### src/hw/rtl/sxe_pkg.sv
// constants shared by the stack expression evaluator files
package sxe_pkg;

  localparam int STACK_DEPTH = 16;
  localparam int DATA_W      = 32;
  localparam int CNT_W       = $clog2(STACK_DEPTH + 1);
  localparam int ADDR_W      = $clog2(STACK_DEPTH);
  localparam int ENTRIES_W   = 5;
  localparam int ENTRIES_MAX = 31;
  localparam int DIV_CNT_W   = $clog2(DATA_W);

  localparam logic [7:0] CH_PLUS  = 8'h2B;
  localparam logic [7:0] CH_MINUS = 8'h2D;
  localparam logic [7:0] CH_MUL   = 8'h2A;
  localparam logic [7:0] CH_DIV   = 8'h2F;
  localparam logic [7:0] CH_ZERO  = 8'h30;
  localparam logic [7:0] CH_NINE  = 8'h39;

  localparam logic [DATA_W-1:0] BAD_OP_RESULT = '1;

endpackage

### src/hw/rtl/sxe_ram.sv
// generic single write port, single read port ram with registered read
module sxe_ram #(
  parameter int WIDTH = 32,
  parameter int DEPTH = 16
) (
  input  logic                     clk_i,
  input  logic                     we_i,
  input  logic [$clog2(DEPTH)-1:0] waddr_i,
  input  logic [WIDTH-1:0]         wdata_i,
  input  logic                     re_i,
  input  logic [$clog2(DEPTH)-1:0] raddr_i,
  output logic [WIDTH-1:0]         rdata_o
);

  logic [WIDTH-1:0] mem_q [DEPTH];
  logic [WIDTH-1:0] rdata_q;

  always_ff @(posedge clk_i) begin
    if (we_i) begin
      mem_q[waddr_i] <= wdata_i;
    end
    if (re_i) begin
      rdata_q <= mem_q[raddr_i];
    end
  end

  assign rdata_o = rdata_q;

endmodule

### src/hw/rtl/stack_expression_evaluator.sv
// stack expression evaluator top level: sequencer, shared alu/divider, stack ram
// a digit word is pushed, then the word ends; other words pop twice, order operands, compute, push
// and end; a divide adds its divider steps and a sign step; a last word adds one stack read,
// then its result goes to the output register once that is free; one word at a time, set by the
// 32 step restoring divider and stack ram port; reset (async, active low) empties the stack,
// clears flags, eval_order back to postfix; the stack ram is not cleared: only entries below the count are read
module stack_expression_evaluator (
  input  logic                       clk_i,
  input  logic                       rst_ni,
  input  logic                       cfg_we_i,
  input  logic                       cfg_wdata_i,
  input  logic                       in_valid_i,
  output logic                       in_stall_o,
  input  logic [7:0]                 symbol_i,
  input  logic                       last_i,
  output logic                       out_valid_o,
  input  logic                       out_stall_i,
  output logic signed [sxe_pkg::DATA_W-1:0]  value_o,
  output logic [sxe_pkg::ENTRIES_W-1:0]      entries_left_o,
  output logic                       underflow_seen_o,
  output logic                       overflow_seen_o,
  output logic                       div_zero_seen_o
);

  import sxe_pkg::*;

  // sequencer states
  typedef enum logic [3:0] {
    ST_IDLE,   // waiting for a word
    ST_PUSH,   // write res_q on top of stack
    ST_FIN,    // end of word, start bottom read on last
    ST_POP1,   // pop first operand
    ST_POP2,   // capture first, pop second
    ST_OPS,    // capture second, order operands
    ST_ALU,    // add, sub, mul, bad-op result, or divider setup
    ST_DIV,    // one restoring divide step per cycle
    ST_DSIGN,  // apply quotient sign
    ST_RDB     // bottom entry in hand, hand result to output register
  } state_e;

  state_e state_q;

  // config
  logic eval_order_q;

  // latched word
  logic [7:0] sym_q;
  logic       last_q;

  // stack bookkeeping and sticky flags
  logic [CNT_W-1:0] count_q;
  logic             under_q;
  logic             over_q;
  logic             divz_q;

  // operand path
  logic              hit_q;    // last pop really read the ram
  logic [DATA_W-1:0] first_q;
  logic [DATA_W-1:0] opa_q;
  logic [DATA_W-1:0] opb_q;
  logic [DATA_W-1:0] res_q;

  // divider registers
  logic [DATA_W-1:0]    rem_q;
  logic [DATA_W-1:0]    quo_q;
  logic [DATA_W-1:0]    dvs_q;
  logic                 neg_q;
  logic [DIV_CNT_W-1:0] div_cnt_q;

  // output register
  logic              out_valid_q;
  logic [DATA_W-1:0] value_q;
  logic [ENTRIES_W-1:0] entries_q;
  logic              under_out_q;
  logic              over_out_q;
  logic              divz_out_q;

  // ram hookup
  logic              ram_we;
  logic              ram_re;
  logic [ADDR_W-1:0] ram_waddr;
  logic [ADDR_W-1:0] ram_raddr;
  logic [DATA_W-1:0] ram_rdata;

  // combinational helpers
  logic              stack_empty;
  logic              stack_full;
  logic              in_accept;
  logic              out_free;
  logic              out_load;
  logic [DATA_W-1:0] pop_data;
  logic [DATA_W:0]   div_shift;
  logic [DATA_W:0]   div_diff;
  logic [DATA_W-1:0] mag_a;
  logic [DATA_W-1:0] mag_b;
  logic [ENTRIES_W-1:0] entries_sat;

  assign stack_empty = (count_q == '0);
  assign stack_full  = (count_q == CNT_W'(STACK_DEPTH));
  assign in_accept   = in_valid_i && (state_q == ST_IDLE);
  assign out_free    = !(out_valid_q && out_stall_i);
  // result step hands its word to the output register
  assign out_load    = (state_q == ST_RDB) && out_free;

  // a pop that found the stack empty reads as zero
  assign pop_data = hit_q ? ram_rdata : '0;

  // one restoring step: shift in next dividend bit, try subtracting divisor
  assign div_shift = {rem_q, quo_q[DATA_W-1]};
  assign div_diff  = div_shift - {1'b0, dvs_q};

  assign mag_a = opa_q[DATA_W-1] ? (DATA_W'(0) - opa_q) : opa_q;
  assign mag_b = opb_q[DATA_W-1] ? (DATA_W'(0) - opb_q) : opb_q;

  assign entries_sat = (32'(count_q) > ENTRIES_MAX) ? ENTRIES_W'(ENTRIES_MAX)
                                                     : ENTRIES_W'(count_q);

  // stack ram port control
  always_comb begin
    ram_we    = (state_q == ST_PUSH) && !stack_full;
    ram_waddr = count_q[ADDR_W-1:0];
    ram_re    = 1'b0;
    ram_raddr = ADDR_W'(count_q - CNT_W'(1));
    unique case (state_q)
      ST_POP1, ST_POP2: ram_re = !stack_empty;
      ST_FIN: begin
        ram_re    = last_q;
        ram_raddr = '0;
      end
      default: ram_re = 1'b0;
    endcase
  end

  sxe_ram #(
    .WIDTH (DATA_W),
    .DEPTH (STACK_DEPTH)
  ) u_sxe_ram (
    .clk_i   (clk_i),
    .we_i    (ram_we),
    .waddr_i (ram_waddr),
    .wdata_i (res_q),
    .re_i    (ram_re),
    .raddr_i (ram_raddr),
    .rdata_o (ram_rdata)
  );

  // sequencer and all registers
  always_ff @(posedge clk_i or negedge rst_ni) begin
    if (!rst_ni) begin
      state_q      <= ST_IDLE;
      eval_order_q <= 1'b0;
      count_q      <= '0;
      under_q      <= 1'b0;
      over_q       <= 1'b0;
      divz_q       <= 1'b0;
      out_valid_q  <= 1'b0;
      hit_q        <= 1'b0;
    end else begin
      if (cfg_we_i) begin
        eval_order_q <= cfg_wdata_i;
      end
      // output word loads from the result step, else leaves when taken
      if (out_load) begin
        out_valid_q <= 1'b1;
      end else if (out_valid_q && !out_stall_i) begin
        out_valid_q <= 1'b0;
      end

      unique case (state_q)
        ST_IDLE: begin
          if (in_accept) begin
            sym_q  <= symbol_i;
            last_q <= last_i;
            if (symbol_i >= CH_ZERO && symbol_i <= CH_NINE) begin
              // digit goes straight to the push step
              res_q   <= DATA_W'(8'(symbol_i - CH_ZERO));
              state_q <= ST_PUSH;
            end else begin
              state_q <= ST_POP1;
            end
          end
        end

        ST_POP1: begin
          hit_q <= !stack_empty;
          if (stack_empty) begin
            under_q <= 1'b1;
          end else begin
            count_q <= count_q - CNT_W'(1);
          end
          state_q <= ST_POP2;
        end

        ST_POP2: begin
          first_q <= pop_data;
          hit_q   <= !stack_empty;
          if (stack_empty) begin
            under_q <= 1'b1;
          end else begin
            count_q <= count_q - CNT_W'(1);
          end
          state_q <= ST_OPS;
        end

        ST_OPS: begin
          // postfix: first pop is the right operand, prefix swaps
          if (eval_order_q) begin
            opa_q <= first_q;
            opb_q <= pop_data;
          end else begin
            opa_q <= pop_data;
            opb_q <= first_q;
          end
          state_q <= ST_ALU;
        end

        ST_ALU: begin
          state_q <= ST_PUSH;
          unique case (sym_q)
            CH_PLUS:  res_q <= opa_q + opb_q;
            CH_MINUS: res_q <= opa_q - opb_q;
            CH_MUL:   res_q <= DATA_W'(opa_q * opb_q);
            CH_DIV: begin
              if (opb_q == '0) begin
                divz_q <= 1'b1;
                res_q  <= '0;
              end else begin
                rem_q     <= '0;
                quo_q     <= mag_a;
                dvs_q     <= mag_b;
                neg_q     <= opa_q[DATA_W-1] ^ opb_q[DATA_W-1];
                div_cnt_q <= DIV_CNT_W'(DATA_W - 1);
                state_q   <= ST_DIV;
              end
            end
            default:  res_q <= BAD_OP_RESULT;
          endcase
        end

        ST_DIV: begin
          if (!div_diff[DATA_W]) begin
            rem_q <= div_diff[DATA_W-1:0];
            quo_q <= {quo_q[DATA_W-2:0], 1'b1};
          end else begin
            rem_q <= div_shift[DATA_W-1:0];
            quo_q <= {quo_q[DATA_W-2:0], 1'b0};
          end
          div_cnt_q <= div_cnt_q - DIV_CNT_W'(1);
          if (div_cnt_q == '0) begin
            state_q <= ST_DSIGN;
          end
        end

        ST_DSIGN: begin
          // truncation toward zero, most negative / -1 wraps naturally
          res_q   <= neg_q ? (DATA_W'(0) - quo_q) : quo_q;
          state_q <= ST_PUSH;
        end

        ST_PUSH: begin
          if (stack_full) begin
            over_q <= 1'b1;
          end else begin
            count_q <= count_q + CNT_W'(1);
          end
          state_q <= ST_FIN;
        end

        ST_FIN: begin
          // bottom entry read was started above when last
          state_q <= last_q ? ST_RDB : ST_IDLE;
        end

        ST_RDB: begin
          // hold here until the output register is free
          if (out_load) begin
            value_q     <= stack_empty ? '0 : ram_rdata;
            entries_q   <= entries_sat;
            under_out_q <= under_q;
            over_out_q  <= over_q;
            divz_out_q  <= divz_q;
            count_q     <= '0;
            under_q     <= 1'b0;
            over_q      <= 1'b0;
            divz_q      <= 1'b0;
            state_q     <= ST_IDLE;
          end
        end

        default: state_q <= ST_IDLE;
      endcase
    end
  end

  assign in_stall_o       = (state_q != ST_IDLE);
  assign out_valid_o      = out_valid_q;
  assign value_o          = signed'(value_q);
  assign entries_left_o   = entries_q;
  assign underflow_seen_o = under_out_q;
  assign overflow_seen_o  = over_out_q;
  assign div_zero_seen_o  = divz_out_q;

endmodule

### config.mk
export PLATFORM = sky130hd
export DESIGN_NAME = stack_expression_evaluator
export DESIGN_NICKNAME = d
export VERILOG_FILES = /design/src/hw/rtl/sxe_pkg.sv /design/src/hw/rtl/sxe_ram.sv /design/src/hw/rtl/stack_expression_evaluator.sv
export SDC_FILE = /design/constraint.sdc
export NUM_CORES = 2
export LEC_CHECK = 0
export BUFFER_PORTS_ARGS = -buffer_cell sky130_fd_sc_hd__buf_4
export CAP_MARGIN = 15
export CORE_UTILIZATION = 55
export CTS_CLUSTER_SIZE = 25
export DETAILED_ROUTE_END_ITERATION = 8
export GPL_ROUTABILITY_DRIVEN = 1
export GPL_TIMING_DRIVEN = 0
export PLACE_DENSITY = 0.74
export REMOVE_ABC_BUFFERS = 1
export SYNTH_ARGS = -nofsm -noshare
export SYNTH_HDL_FRONTEND = slang
export SYNTH_HIERARCHICAL = 1
export SYNTH_SLANG_ARGS = --single-unit
### constraint.sdc
create_clock -name clk_i -period 7.1 [get_ports clk_i]
set_input_delay 0.71 -clock clk_i [delete_from_list [all_inputs] [get_ports clk_i]]
set_output_delay 0.71 -clock clk_i [all_outputs]
set_load 0.02 [all_outputs]
==> results.toml <==
[placed_design]
io_buffers = 56
dpl_cell_area_um2 = 56500
hpwlAfterDp_um = 95600
dp.cells = 5384
pre_cts_ws_ns = -1.44
place.gp.congestion = 0.941

[final_layout]
drive_above_1_share = 0.181
syn2layout_area_growth_pct = 15.5
register_area_um2 = 25100
final_area_um2 = 61800
final_cells = 5694
layout_common_cells = "edfxtp_1 (823), inv_1 (421), nand2_1 (398)"
final_common_cell = "edfxtp_1"
layout.nets = 4966
fill_cells = 6690
multiInputGateArea_um2 = 26800

[die]
die_area_um2 = 98500
die_h_um = 314
start_util = 0.554
ios = 57
die_w_um = 314
core-area_um2 = 96600
rows = 114

[cts]
cts.sinks = 838
cts_root_buf = "clkbuf_16"
cts_buffers = 84
clock_path_buffers = 3
tritoncts = "done"
htreeDepth = 3
clkTransAtPathRegs_ns = 0.06
clkLatencyLatePin_ns = 0.66

[route]
vias = 35500
drt-initial-drc-count = 3870
first_pass_iters = 6
wl_per_cell_um = 26.6
drtAntennaViolNets = 0
wl_um = 151000
vias_per_cell = 6.23
drc = 0

[worst_setup_path]
r2r_slack_ns = -0.53
startpoint_type = "register"
crit_required_ns = 7.42
rr_startpoint = "opb_q[5]$_DFFE_PP_"
worst_ep_arrival_time_ns = 7.95
cpMostUsedCell = "fa_1"
crit_path_top_delay_cell = "fa_2"
cp_max_fo = 6
crit_path_end_kind = "register"
cpPeakStageDelay_ns = 0.63
reg2reg_depth = 25
path_class = "reg2reg"
r2r_end = "res_q[31]$_DFFE_PP_"

[sta]
maxSlewViolCount = 0
rsz0062_at_grt = "yes"
timing.fmax_mhz = 131
setup_viol = 17
fin_skew_ns = 0.0348
max-slew-margin-rel = 0.209
setup_slack_ns = -0.529
tightest_slew_ns = 1.19
whs_ns = 0.243
min_period_ns = 7.63
finalHoldViolations = 0
finalCritPeriodShare = 1.07

[synthesis]
netlist_instances = 4204
postSynth.asyncResetShare = 0.0179
synth-main-ff-cell = "edfxtp_1"
yosysWarnings = 6
synth_area_per_cell_um2 = 12.7
synth_top_area_cell = "edfxtp_1"
synthTopCellsByArea = "edfxtp_1 (46%), fa_1 (15%), mux4_2 (5.4%)"
synth_edf_count = 823
synth_cell_types = 75
yosysSeqAreaShare = 0.469
synth-seq-cells = 838
yosys.area.top_type_share = 0.462
netlist_area_um2 = 53500

[grt]
grt_max_degree = 55
grt_pass1_vias = 36400
grt_pass1_wl_um = 226000
grt_remaining_overflow = 0
antenna_found_initial = 12
track_usage = 0.310

[min_path]
min_to = "last_q$_DFFE_PP_"
min_delay_path_depth = 1
hold_class = "in2reg"
hp-start = "last_i"

[outcome]
violations = "negative setup slack"
status = "finished, violations left"

[job]
maxCapViolCount = 0
==> critical path: cells and delay by family (launching register included) <==
family          cells  cell delay [ns]
simple gates        4             0.64
flops               1             0.40
compound gates      7             1.35
xor+xnor            1             0.12
fa+ha+maj           9             4.38
buf+inv             4             0.41
==> what timing repair did <==
| item | in CTS | in global routing |
|---|---|---|
| setup endpoints to repair | 21 | 21 |
| pin swaps | 72 | 77 |
| gates resized for setup | 102 | 79 |
| hold endpoints to repair | 15 | 0 |
| setup buffers | 129 | 16 |
| gates cloned | 6 | 2 |
| hold buffers | 1 | 0 |
==> layout make-up <==
type / instances / share of cell area
antenna: 7 / 0.000284
clock buffer: 100 / 0.0360
clock inverter: 51 / 0.00883
inverter: 437 / 0.0266
multi-input combinational: 2697 / 0.434
sequential: 838 / 0.406
tap: 1276 / 0.0258
timing repair buffer: 288 / 0.0625
==> through the flow <==
stage               setup TNS [ns]   util
global placement           -451.46  0.565
floorplan                  -145.37      -
CTS                          -6.09  0.634
finish                       -4.55  0.640
detailed placement          -17.70  0.585
global route                 -7.16  0.640
==> cell usage after synthesis, types with 16 or more instances <==
cell type	count
xor2_1	118
o31ai_1	45
xnor2_1	148
a21o_1	28
and2_1	379
a21oi_1	91
nor2_1	125
mux2i_1	28
or3_1	35
a221oi_1	23
nand2_1	398
a211oi_1	18
mux2_2	65
o21a_1	21
o22ai_1	31
clkbuf_1	191
ha_1	195
mux4_2	128
nor2b_1	21
buf_1	18
edfxtp_1	823
a22oi_1	69
inv_1	435
fa_1	410
nand3_1	27
o21ai_0	115
nand2b_1	16
nor3_1	30
==> sequential cells by signal, summed over array words and instances, names as in the netlist, 4 cells and up <==
register,cells
quo_q,32
res_q,32
opa_q,32
dvs_q,32
sym_q,8
count_q,5
rem_q,32
entries_left_o,5
u_sxe_ram/mem_q,512
u_sxe_ram/rdata_o,32
value_o,32
div_cnt_q,5
first_q,32
opb_q,32
state_q,4
==> worst max path at each step <==
stage,depth (start not counted),start,slack (ns),to
finish,25,opb_q[5]$_DFFE_PP_,-0.53,res_q[31]$_DFFE_PP_
global route,24,opb_q[4]$_DFFE_PP_,-0.68,res_q[31]$_DFFE_PP_
CTS,25,opb_q[2]$_DFFE_PP_,-0.51,res_q[31]$_DFFE_PP_
detailed placement,24,opa_q[12]$_DFFE_PP_,-1.44,res_q[29]$_DFFE_PP_
global placement,6,state_q[0]$_DFFE_PN0P_,-8.96,u_sxe_ram/rdata_o[28]$_DFFE_PP_
floorplan,6,state_q[0]$_DFFE_PN0P_,-4.53,u_sxe_ram/rdata_o[0]$_DFFE_PP_
==> cells by family (layout without fill, tap and decap cells) <==
kind of cell	count (synthesis)	after routing	share of synthesized area
flip-flops	838	838	0.469
adder cells (fa/ha/maj)	605	605	0.199
AND/OR/NAND/NOR	1092	1092	0.103
other	0	7	0
AO/OA/AOI/OAI	513	513	0.0637
buffers and inverters	669	876	0.0486
XOR/XNOR	266	266	0.0436
multiplexers	221	221	0.0728
==> layer usage <==
metal	GRT usage	share of wire	vias up
li1	-	-	14900
met1	0.389	0.35	17900
met2	0.506	0.48	2084
met3	0.0680	0.10	509
met4	0.167	0.064	10
met5	0	0.00038	-
Power is left out: the tool's default activity adds up to more than one toggle a clock period on the data nets, which glitch-free logic cannot reach.
